`config.mk`:
```
export PLATFORM = sky130hd
export DESIGN_NAME = gas_sensor_heater_cycle_and_alert_unit
export DESIGN_NICKNAME = d
export VERILOG_FILES = /design/src/gshca_pkg.sv /design/src/gshca_cfg.sv /design/src/gshca_phase.sv /design/src/gshca_alarm.sv /design/src/gshca_report.sv /design/src/gas_sensor_heater_cycle_and_alert_unit.sv
export SDC_FILE = /design/constraint.sdc
export NUM_CORES = 1
export LEC_CHECK = 0
export BUFFER_PORTS_ARGS = -buffer_cell sky130_fd_sc_hd__buf_2
export CAP_MARGIN = 25
export CORE_ASPECT_RATIO = 0.6
export CORE_MARGIN = 2
export CORE_UTILIZATION = 35
export DETAILED_ROUTE_END_ITERATION = 12
export GPL_TIMING_DRIVEN = 0
export HOLD_SLACK_MARGIN = 0.15
export MAX_ROUTING_LAYER = met4
export PLACE_DENSITY = 0.5
export SLEW_MARGIN = 20
export SYNTH_ARGS = -nofsm -noshare
export SYNTH_HDL_FRONTEND = slang
export SYNTH_SLANG_ARGS = --single-unit
```
`constraint.sdc`:
```
create_clock -name clk -period 10.25 [get_ports clk]
set_clock_uncertainty 0.2 [all_clocks]
set_input_delay 2.05 -clock clk [delete_from_list [all_inputs] [get_ports clk]]
set_output_delay 2.05 -clock clk [all_outputs]
set_load 0.02 [all_outputs]
```
`src/gshca_pkg.sv`:
```
package gshca_pkg;

	// Sample width of the sensor converter.
	localparam int unsigned SAMPLE_BITS = 12;

	localparam int unsigned PHASE_W     = 18;
	localparam int unsigned LEVEL_W     = 8;
	localparam int unsigned THRESH_W    = 12;
	localparam int unsigned HOLD_W      = 16;
	localparam int unsigned REPORT_W    = 22;
	localparam int unsigned CFG_DATA_W  = 22;
	localparam int unsigned CFG_INDEX_W = 3;
	localparam int unsigned ALARM_W     = 2;

	// Width used to compare the sample against the threshold.
	localparam int unsigned CMP_W = (SAMPLE_BITS > THRESH_W) ? SAMPLE_BITS : THRESH_W;

	// Register indexes of the configuration port.
	localparam logic [CFG_INDEX_W-1:0] REG_LOW_PHASE   = 3'd0;
	localparam logic [CFG_INDEX_W-1:0] REG_HIGH_PHASE  = 3'd1;
	localparam logic [CFG_INDEX_W-1:0] REG_LOW_LEVEL   = 3'd2;
	localparam logic [CFG_INDEX_W-1:0] REG_HIGH_LEVEL  = 3'd3;
	localparam logic [CFG_INDEX_W-1:0] REG_THRESHOLD   = 3'd4;
	localparam logic [CFG_INDEX_W-1:0] REG_HOLD        = 3'd5;
	localparam logic [CFG_INDEX_W-1:0] REG_REPORT_INTV = 3'd6;

	// Reset values of the configuration registers.
	localparam logic [PHASE_W-1:0]  RST_LOW_PHASE   = 18'd90000;
	localparam logic [PHASE_W-1:0]  RST_HIGH_PHASE  = 18'd60000;
	localparam logic [LEVEL_W-1:0]  RST_LOW_LEVEL   = 8'd127;
	localparam logic [LEVEL_W-1:0]  RST_HIGH_LEVEL  = 8'd255;
	localparam logic [THRESH_W-1:0] RST_THRESHOLD   = 12'd800;
	localparam logic [HOLD_W-1:0]   RST_HOLD        = 16'd10000;
	localparam logic [REPORT_W-1:0] RST_REPORT_INTV = 22'd1000;

	// Alarm state codes.
	localparam logic [ALARM_W-1:0] ALM_CLEAR     = 2'd0;
	localparam logic [ALARM_W-1:0] ALM_POT_ALARM = 2'd1;
	localparam logic [ALARM_W-1:0] ALM_ALARM     = 2'd2;
	localparam logic [ALARM_W-1:0] ALM_POT_RECOV = 2'd3;

	typedef struct packed {
		logic [PHASE_W-1:0]  low_phase_ms;
		logic [PHASE_W-1:0]  high_phase_ms;
		logic [LEVEL_W-1:0]  low_drive_level;
		logic [LEVEL_W-1:0]  high_drive_level;
		logic [THRESH_W-1:0] alarm_threshold;
		logic [HOLD_W-1:0]   hold_ms;
		logic [REPORT_W-1:0] report_interval_ms;
	} cfg_t;

	typedef struct packed {
		logic [SAMPLE_BITS-1:0] sample;
		logic                   status_request;
	} in_item_t;

	typedef struct packed {
		logic [LEVEL_W-1:0] heater_drive;
		logic               heater_high;
		logic [ALARM_W-1:0] alarm_state;
		logic               level_high;
		logic               report;
	} out_item_t;

	// Current and next alarm code, as seen by the top level.
	typedef struct packed {
		logic [ALARM_W-1:0] code_cur;
		logic [ALARM_W-1:0] code_nxt;
	} alarm_stat_t;

endpackage

```
`src/gshca_cfg.sv`:
```
module gshca_cfg (
	input  logic                                 clk,
	input  logic                                 arst_n,
	input  logic                                 cfg_we,
	input  logic [gshca_pkg::CFG_INDEX_W-1:0]    cfg_index,
	input  logic [gshca_pkg::CFG_DATA_W-1:0]     cfg_data,
	output gshca_pkg::cfg_t                      cfg
);
	import gshca_pkg::*;

	cfg_t cfg_q;

	always_ff @(posedge clk or negedge arst_n) begin
		if (!arst_n) begin
			cfg_q.low_phase_ms       <= RST_LOW_PHASE;
			cfg_q.high_phase_ms      <= RST_HIGH_PHASE;
			cfg_q.low_drive_level    <= RST_LOW_LEVEL;
			cfg_q.high_drive_level   <= RST_HIGH_LEVEL;
			cfg_q.alarm_threshold    <= RST_THRESHOLD;
			cfg_q.hold_ms            <= RST_HOLD;
			cfg_q.report_interval_ms <= RST_REPORT_INTV;
		end else if (cfg_we) begin
			case (cfg_index)
				REG_LOW_PHASE:   cfg_q.low_phase_ms       <= cfg_data[PHASE_W-1:0];
				REG_HIGH_PHASE:  cfg_q.high_phase_ms      <= cfg_data[PHASE_W-1:0];
				REG_LOW_LEVEL:   cfg_q.low_drive_level    <= cfg_data[LEVEL_W-1:0];
				REG_HIGH_LEVEL:  cfg_q.high_drive_level   <= cfg_data[LEVEL_W-1:0];
				REG_THRESHOLD:   cfg_q.alarm_threshold    <= cfg_data[THRESH_W-1:0];
				REG_HOLD:        cfg_q.hold_ms            <= cfg_data[HOLD_W-1:0];
				REG_REPORT_INTV: cfg_q.report_interval_ms <= cfg_data[REPORT_W-1:0];
				default: ;
			endcase
		end
	end

	assign cfg = cfg_q;

endmodule

```
`src/gshca_phase.sv`:
```
module gshca_phase (
	input  logic            clk,
	input  logic            arst_n,
	input  logic            step,
	input  gshca_pkg::cfg_t cfg,
	output logic            phase_high_nxt
);
	import gshca_pkg::*;

	logic               phase_high_q;
	logic [PHASE_W-1:0] phase_elapsed_q;
	logic [PHASE_W-1:0] limit;
	logic               due;
	logic [PHASE_W-1:0] elapsed_nxt;

	always_comb begin
		limit          = phase_high_q ? cfg.high_phase_ms : cfg.low_phase_ms;
		due            = (phase_elapsed_q >= limit);
		phase_high_nxt = due ? ~phase_high_q : phase_high_q;
		elapsed_nxt    = due ? '0 : phase_elapsed_q + 1'b1;
	end

	always_ff @(posedge clk or negedge arst_n) begin
		if (!arst_n) begin
			phase_high_q    <= 1'b0;
			phase_elapsed_q <= '0;
		end else if (step) begin
			phase_high_q    <= phase_high_nxt;
			phase_elapsed_q <= elapsed_nxt;
		end
	end

endmodule

```
`src/gshca_alarm.sv`:
```
module gshca_alarm (
	input  logic                              clk,
	input  logic                              arst_n,
	input  logic                              step,
	input  gshca_pkg::cfg_t                   cfg,
	input  logic [gshca_pkg::SAMPLE_BITS-1:0] sample,
	output gshca_pkg::alarm_stat_t            stat
);
	import gshca_pkg::*;

	logic [ALARM_W-1:0] code_q;
	logic [HOLD_W-1:0]  elapsed_q;
	logic [ALARM_W-1:0] code_nxt;
	logic [HOLD_W-1:0]  elapsed_nxt;
	logic [CMP_W-1:0]   sample_x;
	logic [CMP_W-1:0]   thresh_x;
	logic               above;
	logic               below;
	logic               due;

	always_comb begin
		sample_x    = CMP_W'(sample);
		thresh_x    = CMP_W'(cfg.alarm_threshold);
		above       = (sample_x > thresh_x);
		below       = (sample_x < thresh_x);
		due         = (elapsed_q >= cfg.hold_ms);
		code_nxt    = code_q;
		elapsed_nxt = elapsed_q;
		case (code_q)
			ALM_CLEAR: begin
				if (above) begin
					code_nxt    = ALM_POT_ALARM;
					elapsed_nxt = '0;
				end
			end
			ALM_POT_ALARM: begin
				if (below) begin
					code_nxt = ALM_CLEAR;
				end else if (due) begin
					code_nxt = ALM_ALARM;
				end else begin
					elapsed_nxt = elapsed_q + 1'b1;
				end
			end
			ALM_ALARM: begin
				if (below) begin
					code_nxt    = ALM_POT_RECOV;
					elapsed_nxt = '0;
				end
			end
			default: begin
				if (above) begin
					code_nxt = ALM_ALARM;
				end else if (due) begin
					code_nxt = ALM_CLEAR;
				end else begin
					elapsed_nxt = elapsed_q + 1'b1;
				end
			end
		endcase
	end

	always_ff @(posedge clk or negedge arst_n) begin
		if (!arst_n) begin
			code_q    <= ALM_CLEAR;
			elapsed_q <= '0;
		end else if (step) begin
			code_q    <= code_nxt;
			elapsed_q <= elapsed_nxt;
		end
	end

	assign stat.code_cur = code_q;
	assign stat.code_nxt = code_nxt;

endmodule

```
`src/gshca_report.sv`:
```
module gshca_report (
	input  logic            clk,
	input  logic            arst_n,
	input  logic            step,
	input  gshca_pkg::cfg_t cfg,
	input  logic            request,
	output logic            report_nxt
);
	import gshca_pkg::*;

	logic [REPORT_W-1:0] elapsed_q;
	logic                due;

	assign due        = (elapsed_q >= cfg.report_interval_ms);
	assign report_nxt = due | request;

	always_ff @(posedge clk or negedge arst_n) begin
		if (!arst_n) begin
			elapsed_q <= '0;
		end else if (step) begin
			elapsed_q <= due ? '0 : elapsed_q + 1'b1;
		end
	end

endmodule

```
`src/gas_sensor_heater_cycle_and_alert_unit.sv`:
```
// A transaction accepted is held in the input register, and its result is loaded into
// the output register when it advances, which a stalled, held result can delay.
// Throughput: one transaction per cycle unless the output stalls, via the single pass.
// Reset: arst_n clears the heater, alarm and report state and loads the configuration defaults.
module gas_sensor_heater_cycle_and_alert_unit (
	input  logic                                clk,
	input  logic                                arst_n,
	input  logic                                in_valid,
	output logic                                in_stall,
	input  gshca_pkg::in_item_t                 in_data,
	output logic                                out_valid,
	input  logic                                out_stall,
	output gshca_pkg::out_item_t                out_data,
	input  logic                                cfg_we,
	input  logic [gshca_pkg::CFG_INDEX_W-1:0]   cfg_index,
	input  logic [gshca_pkg::CFG_DATA_W-1:0]    cfg_data
);
	import gshca_pkg::*;

	// The input register holds one sample tick; the state modules advance when that tick
	// moves into the output register, and the result is formed from the updated state.
	cfg_t        cfg;
	logic        in_valid_s1;
	in_item_t    in_data_s1;
	logic        out_valid_s2;
	out_item_t   out_data_s2;
	logic        accept;
	logic        advance;
	logic        phase_high_nxt;
	logic        report_nxt;
	alarm_stat_t alarm_stat;
	out_item_t   result;

	// The input register may refill in the same cycle it hands its tick on, so a stall
	// on the input side is raised only when the output register is full and held.
	assign advance  = in_valid_s1 && (!out_valid_s2 || !out_stall);
	assign in_stall = in_valid_s1 && !advance;
	assign accept   = in_valid && !in_stall;

	gshca_cfg u_cfg (
		.clk       (clk),
		.arst_n    (arst_n),
		.cfg_we    (cfg_we),
		.cfg_index (cfg_index),
		.cfg_data  (cfg_data),
		.cfg       (cfg)
	);

	gshca_phase u_phase (
		.clk            (clk),
		.arst_n         (arst_n),
		.step           (advance),
		.cfg            (cfg),
		.phase_high_nxt (phase_high_nxt)
	);

	gshca_alarm u_alarm (
		.clk    (clk),
		.arst_n (arst_n),
		.step   (advance),
		.cfg    (cfg),
		.sample (in_data_s1.sample),
		.stat   (alarm_stat)
	);

	gshca_report u_report (
		.clk     (clk),
		.arst_n  (arst_n),
		.step    (advance),
		.cfg     (cfg),
		.request (in_data_s1.status_request),
		.report_nxt (report_nxt)
	);

	// The drive level is taken from the live register of the phase after this tick.
	always_comb begin
		result.heater_drive = phase_high_nxt ? cfg.high_drive_level : cfg.low_drive_level;
		result.heater_high  = phase_high_nxt;
		result.alarm_state  = alarm_stat.code_nxt;
		result.level_high   = (alarm_stat.code_nxt == ALM_ALARM) ||
		                      (alarm_stat.code_nxt == ALM_POT_RECOV);
		result.report       = report_nxt;
	end

	always_ff @(posedge clk or negedge arst_n) begin
		if (!arst_n) begin
			in_valid_s1  <= 1'b0;
			out_valid_s2 <= 1'b0;
		end else begin
			if (accept) begin
				in_valid_s1 <= 1'b1;
			end else if (advance) begin
				in_valid_s1 <= 1'b0;
			end
			if (advance) begin
				out_valid_s2 <= 1'b1;
			end else if (!out_stall) begin
				out_valid_s2 <= 1'b0;
			end
		end
	end

	always_ff @(posedge clk) begin
		if (accept) begin
			in_data_s1 <= in_data;
		end
		if (advance) begin
			out_data_s2 <= result;
		end
	end

	assign out_valid = out_valid_s2;
	assign out_data  = out_data_s2;

	// A clear alarm can only move to a potential alarm, never straight to alarm or recovery.
	assert property (@(posedge clk) disable iff (!arst_n)
		(alarm_stat.code_cur == ALM_CLEAR) |=>
		(alarm_stat.code_cur != ALM_ALARM) && (alarm_stat.code_cur != ALM_POT_RECOV))
		else $error("alarm left the clear state other than through a potential alarm");

	// The input side never stalls while the output register is empty.
	assert property (@(posedge clk) disable iff (!arst_n)
		!out_valid_s2 |-> !in_stall)
		else $error("input stalled with an empty output register");

	// A result held on the output changes only after it has been taken.
	assert property (@(posedge clk) disable iff (!arst_n)
		(out_valid_s2 && out_stall) |=> (out_valid_s2 && $stable(out_data_s2)))
		else $error("held result changed before it was taken");

	// Level flag agrees with the alarm code of every result leaving the block.
	assert property (@(posedge clk) disable iff (!arst_n)
		out_valid_s2 |-> (out_data_s2.level_high ==
		((out_data_s2.alarm_state == ALM_ALARM) || (out_data_s2.alarm_state == ALM_POT_RECOV))))
		else $error("level flag disagrees with alarm state");

endmodule

```
==> results of run 1 <==
==> worst max-delay path, delay by kind of cell (launching register included) <==
| kind | cells | cell delay [ns] |
|---|---|---|
| buffers and inverters | 2 | 1.38 |
| XOR/XNOR | 1 | 0.31 |
| flip-flops | 1 | 0.39 |
| AND/OR/NAND/NOR | 1 | 0.35 |
| adder cells (fa/ha/maj) | 1 | 0.30 |
| multiplexers | 2 | 0.79 |
| AO/OA/AOI/OAI | 5 | 1.05 |
==> synthesized netlist by cell type (all sizes together) (3+ instances only) <==
master and number:
inv 62, nor2b 4, nor2 62, o21ai 26, nand3 26, nand2 47, and4 3, mux2 103
nor3 13, a21oi 24, dfstp 45, ha 71, nand4b 3, a21o 21, and3 16, xor2 21
dfrtp 118, nand4 18, nor4 10, nand2b 7, edfxtp 26, xnor2 24, mux2i 19, clkbuf 17
==> logic make-up after synthesis <==
logic type	share of synthesized area
buffers and inverters	0.03241
adders and majority gates	0.09354
muxes	0.1422
xor gates and xnor gates	0.04229
and+or+nand+nor	0.1100
AOI/OAI and AO/OA	0.06193
DFF	0.5177
==> routing by layer <==
metal / vias to the layer above / share of wire / GRT usage
met5: - / 0 / -
li1: 3010 / - / -
met1: 2931 / 0.57 / 0.2660
met3: 14 / 0.039 / 0.03565
met4: 0 / 0.0090 / 0.03881
met2: 117 / 0.38 / 0.2101
==> how the worst max path moves through the flow <==
stage                                    start                    to  slack (ns)  cells after the start
final                     u_phase.phase_high_q           out_data[9]        5.19                     12
after global routing      u_phase.phase_high_q           out_data[9]        4.90                     11
after CTS                 u_phase.phase_high_q           out_data[9]        5.20                     11
after detailed placement  u_phase.phase_high_q           out_data[9]        5.22                     11
after global placement                  arst_n  u_alarm.elapsed_q[9]        4.18                      1
after floorplan                      out_stall              in_stall        5.70                      2
==> through the flow <==
| step | area [sq um] | hold slack, ns | util |
|---|---|---|---|
| after floorplan | 9497 | 0.2574 | - |
| after CTS | 10850 | 0.3025 | 0.4091 |
| after global routing | 10850 | 0.3133 | 0.4091 |
| after detailed placement | 10280 | 0.2877 | 0.3874 |
| final | 10850 | 0.3046 | 0.4091 |
| after global placement | 10220 | 0.2825 | 0.3853 |
==> state kept, by name, indices dropped and copies added, names as in the netlist <==
| signal | count |
|---|---|
| in_data_s1 | 13 |
| out_data | 13 |
| out_valid | 1 |
| u_report.elapsed_q | 22 |
| u_phase.phase_high_q | 1 |
| u_alarm.elapsed_q | 16 |
| u_phase.phase_elapsed_q | 18 |
| u_alarm.code_q | 2 |
| u_cfg.cfg | 102 |
| in_valid_s1 | 1 |
==> power by group <==
group	switching, mW	internal, mW
registers	0.0843	0.927
logic	0.277	0.240
clock network	0.283	0.373
total	0.645	1.54
==> area by class of cell <==
type / instances / area [sq um]
well taps: 360 / 450.4
plain buffers: 19 / 72.57
clock buffers: 26 / 519.2
multi-input cells: 542 / 4283
inverters: 63 / 236.5
clock inverters: 6 / 56.30
repair buffers: 57 / 320.3
fillers: 2558 / 15680
flip-flops and latches: 189 / 4916
==> summary.md, run 1 <==
| Metric | Value |
|---|---|
| Die Ht | `131.6 microns` |
| Fin. Hold Viols | `0` |
| R2r startpoint | `u_phase.phase_high_q` |
| Antenna Violating Nets Remaining | `0` |
| First-pass GRT wire length | `35230 microns` |
| VDD IR max | `95.93 uV` |
| Status | `finished, final reports clean` |
| Sequential-to-total area share from yosys stat | `0.5177` |
| Crit Path Max Fanout | `10` |
| RSZ-0062 raised after global routing | `false` |
| Setup Buffers After CTS | `0` |
| Post-cts sizing count | `0` |
| Yosys cell types | `46` |
| Max_slew headroom | `0.4061` |
| Final Slew Violations | `0` |
| Mean post-synth cell area | `11.68 sq um` |
| CP peak stage delay | `0.71 ns` |
| Worst setup SP type | `register` |
| Placed insts | `1230` |
| Syn Inst Count | `813` |
| Worst Hold End | `u_cfg.cfg[17]` |
| Total CTS buffers | `17` |
| Gp weighted congestion | `0.7624` |
| Tot Pwr | `2.185 mW` |
| Flops & latches, synth | `189` |
| Worst slew pin tran | `0.8812 ns` |
| Hold_sp | `u_cfg.cfg[17]` |
| Worst R2R Setup Slack | `5.19 ns` |
| Hold Path Stages | `1` |
| Die ar. | `28510 sq um` |
| Latest clock arrival within the worst-skew pair | `0.44 ns` |
| Crit path arrival time | `5.05 ns` |
| CTS clk-pin slew, worst paths | `0.07 ns` |
| GRT Residual Overflow | `0` |
| TritonCTS clock tree | `yes` |
| Final setup viols | `0` |
| Largest cells by area after synthesis | `dfrtp_1, dfstp_2, mux2_2` |
| Synth async-reset ratio | `0.8624` |
| Pleak | `4.988 nW` |
| Synth warnings | `0` |
| Worst reg2reg endpoint | `out_data[9]` |
| Peak Freq | `197.5 MHz` |
| Port bufs | `55` |
| H-tree Lvls | `4` |
| Routed WL | `21800 microns` |
| Max_cap viols | `0` |
| DIE WIDTH | `216.7 microns` |
| Setup slack after layout | `5.186 ns` |
| Drt pass-1 iters | `5` |
| Total track usage | `0.1674` |
| Worst path most repeated cell | `a21o_1` |
| WS Path Type | `reg -> reg` |
| Setup WS pre-CTS | `5.220 ns` |
| Worst reg-to-reg path cell count | `12` |
| Cts hold-fix bufs | `0` |
| Via count of the routed design | `6072` |
| Crit path cell chain | `buf_1 -> clkbuf_1 -> mux2i_1 -> ha_1 -> a21o_1 -> a21o_1 -> a21oi_1 -> o22ai_1 -> or3_1 -> a311oi_4 -> xnor2_2 -> mux2_2` |
| Ys flop type | `dfrtp_1` |
| HPWL after DPL | `15690 microns` |
| Mapped cell area | `9497 sq um` |
| Commonest non-fill, non-tap cells in the layout | `dfrtp_1, mux2_2, ha_1, inv_1, nor2_1` |
| Cell Rows | `46` |
| Syn nets | `927` |
| Area leader, netlist | `dfrtp_1` |
| Vias in the first global route | `6086` |
| Power per cell area | `201.3 nW/um^2` |
| Period utilization | `0.4940` |
| EDFF count, synth | `26` |
| Nets | `1003` |
| Diodes inserted | `0` |
| DR vias/cell | `4.811` |
| Clk buf depth | `2` |
| Commonest non-fill, non-tap cell in the layout | `dfrtp_1` |
| Root buffer cell | `clkbuf_16` |
| Mean routed wirelength per cell | `17.28 microns` |
| CTS sink count | `189` |
| DRC violations left | `0` |
| Initial Utilization | `0.3579` |
| Iter 0 DRT Violations | `398` |
| HP Class | `reg -> reg` |
| Fin cells | `1262` |
| CP endpoint kind | `register` |
| Area delta synth->final | `14.30%` |
| Worst path required time | `10.23 ns` |
| CORE AREA | `26530 sq um` |
| CP max-delay cell | `clkbuf_1` |
| Setup TNS | `0 ns` |
| Min Tclk post-route | `5.064 ns` |
| Antenna violations before repair | `2` |
| Largest net degree at the start of global routing | `86` |
| Top Ports | `58` |
| Layout cells sized above 1 | `0.2661` |
| Share of the synthesized area in the top cell type | `0.3109` |
No activity file was read; power rests on OpenSTA's default activity.
==> run 2, diff against run 1 <==
--- a/config.mk
+++ b/config.mk
@@ -14,7 +14,7 @@
 export GPL_TIMING_DRIVEN = 0
 export HOLD_SLACK_MARGIN = 0.15
 export MAX_ROUTING_LAYER = met4
-export PLACE_DENSITY = 0.5
+export PLACE_DENSITY = 0.52
 export SLEW_MARGIN = 20
 export SYNTH_ARGS = -nofsm -noshare
 export SYNTH_HDL_FRONTEND = slang
==> constraint.sdc (replaced) <==
create_clock -name clk -period 4.6 [get_ports clk]
set_clock_uncertainty 0.2 [all_clocks]
set_input_delay 0.92 -clock clk [delete_from_list [all_inputs] [get_ports clk]]
set_output_delay 0.92 -clock clk [all_outputs]
set_load 0.02 [all_outputs]
==> summary.md, run 2 (same netlist as run 1, synthesis figures left out) <==
| Metric | Value |
|---|---|
| Latest clock arrival within the worst-skew pair | `0.45 ns` |
| Min Tclk post-route | `4.331 ns` |
| Clk buf depth | `2` |
| First-pass GRT wire length | `34730 microns` |
| Post-layout util | `0.4080` |
| H-tree Lvls | `4` |
| Routed WL | `21550 microns` |
| Antenna violations before repair | `0` |
| Cell Rows | `46` |
| Nets | `1002` |
| Drt pass-1 iters | `5` |
| Vias in the first global route | `5997` |
| Peak Freq | `230.9 MHz` |
| Net Sw Frac | `0.3078` |
| CTS clk-pin slew, worst paths | `0.07 ns` |
| Initial Utilization | `0.3579` |
| Worst R2R Setup Slack | `0.27 ns` |
| Clk pwr share | `0.289` |
| DRC violations left | `0` |
| Largest net degree at the start of global routing | `93` |
| WS Path Type | `reg -> reg` |
| CP endpoint kind | `register` |
| Seq pwr share | `0.469` |
| Iter 0 DRT Violations | `372` |
| HP Class | `in -> async` |
| Period utilization | `0.9416` |
| Worst reg-to-reg path cell count | `12` |
| Mean routed wirelength per cell | `17.08 microns` |
| Final Slew Violations | `0` |
| Crit path arrival time | `4.33 ns` |
| Tot Pwr | `4.800 mW` |
| P_sw | `1.478 mW` |
| Total track usage | `0.1653` |
| Total CTS buffers | `17` |
| HPWL after DPL | `15580 microns` |
| GRT Residual Overflow | `0` |
| Top Ports | `58` |
| Commonest non-fill, non-tap cell in the layout | `dfrtp_1` |
| Max_cap viols | `0` |
| Crit Path Max Fanout | `10` |
| Layout cells sized above 1 | `0.2675` |
| Power per cell area | `443.5 nW/um^2` |
| Worst reg2reg endpoint | `out_data[7]` |
| CORE AREA | `26530 sq um` |
| CTS sink count | `189` |
| Setup WS pre-CTS | `-0.4376 ns` |
| Worst setup SP type | `register` |
| Area delta synth->final | `13.98%` |
| Worst slew pin tran | `0.9192 ns` |
| Root buffer cell | `clkbuf_16` |
| Die ar. | `28510 sq um` |
| Via count of the routed design | `6164` |
| Setup slack after layout | `0.2687 ns` |
| Internal power | `3.323 mW` |
| DR vias/cell | `4.884` |
| VDD IR max | `171.9 uV` |
| Max_slew headroom | `0.3859` |
| Status | `finished, final reports clean` |
| RSZ-0062 raised after global routing | `false` |
| Fin. Hold Viols | `0` |
| Final setup viols | `0` |
| Antenna Violating Nets Remaining | `0` |
| TritonCTS clock tree | `yes` |
| Die Ht | `131.6 microns` |
| Combinational share of power | `0.241` |
| Port bufs | `55` |
| Worst path required time | `4.60 ns` |
| R2r startpoint | `u_phase.phase_high_q` |
| Pleak | `4.954 nW` |
| DIE WIDTH | `216.7 microns` |
| Gp weighted congestion | `0.7673` |
| Max reg flops | `102` |
| Commonest non-fill, non-tap cells in the layout | `dfrtp_1, mux2_2, ha_1, inv_1, nor2_1` |
==> run 2: area by class of cell <==
cell class	count	area, sq um
fill	2542	15710
sequential	189	4916
multi-input combinational	542	4283
clock buffer	18	450.4
tap	360	450.4
timing repair buffer	56	312.8
inverter	63	236.5
clock inverter	14	95.09
buffer	19	77.57
antenna	1	2.502
==> run 2: through the flow <==
stage | cell area (sq um) | std cells | hold WS [ns] | setup TNS [ns]
floorplan | 9497 | 813 | 0.2574 | 0
global placement | 10220 | 1228 | 0.2705 | -42.84
detailed placement | 10270 | 1229 | 0.2893 | -6.133
CTS | 10820 | 1261 | 0.2425 | 0
global route | 10820 | 1261 | 0.2662 | 0
finish | 10820 | 1262 | 0.2460 | 0
==> run 2: worst max-delay path by stage <==
stage	start	endpoint	slack, ns
after floorplan	u_phase.phase_high_q	out_data[10]	0.44
after global placement	u_phase.phase_high_q	out_data[7]	-0.46
after global routing	u_phase.phase_high_q	out_data[7]	0.06
after CTS	u_phase.phase_high_q	out_data[7]	0.18
final	u_phase.phase_high_q	out_data[7]	0.27
after detailed placement	u_phase.phase_high_q	out_data[7]	-0.44
==> run 2: timing repair <==
| action | 4_1_cts | 5_1_grt |
|---|---|---|
| endpoints found under the setup margin | 21 | 7 |
| hold endpoints to repair | 0 | 0 |
| pin swaps | 0 | 0 |
| resized for setup | 2 | 2 |
| hold buffers | 0 | 0 |
| buffers inserted | 0 | 0 |
==> run 2: critical path: stages, from the launching register on <==
cell	delay (ns)
dfrtp_1	0.39
buf_2	0.34
clkbuf_4	0.37
mux2i_1	0.34
ha_1	0.30
a21o_1	0.16
a21o_1	0.17
a21oi_1	0.14
o22ai_1	0.08
or3_1	0.36
a311oi_4	0.49
xnor2_2	0.31
mux2_2	0.42
==> run 2: routing by layer <==
layer | part of all wire | vias up | wire (microns) | track usage
met1 | 0.56 | 3018 | 12140 | 0.2578
li1 | - | 3018 | - | -
met5 | 0 | - | 0 | -
met2 | 0.39 | 111 | 8383 | 0.2124
met4 | 0.012 | 0 | 250 | 0.05023
met3 | 0.036 | 17 | 780 | 0.02870
==> run 2: power groups by stage <==
stage	logic [mW]	registers (mW)	clock network [mW]
after floorplan	0.819	2.26	0
after global placement	1.14	2.28	0
after detailed placement	1.16	2.28	0
after CTS	1.17	2.25	1.43
after global routing	1.31	2.30	1.51
final	1.16	2.25	1.39
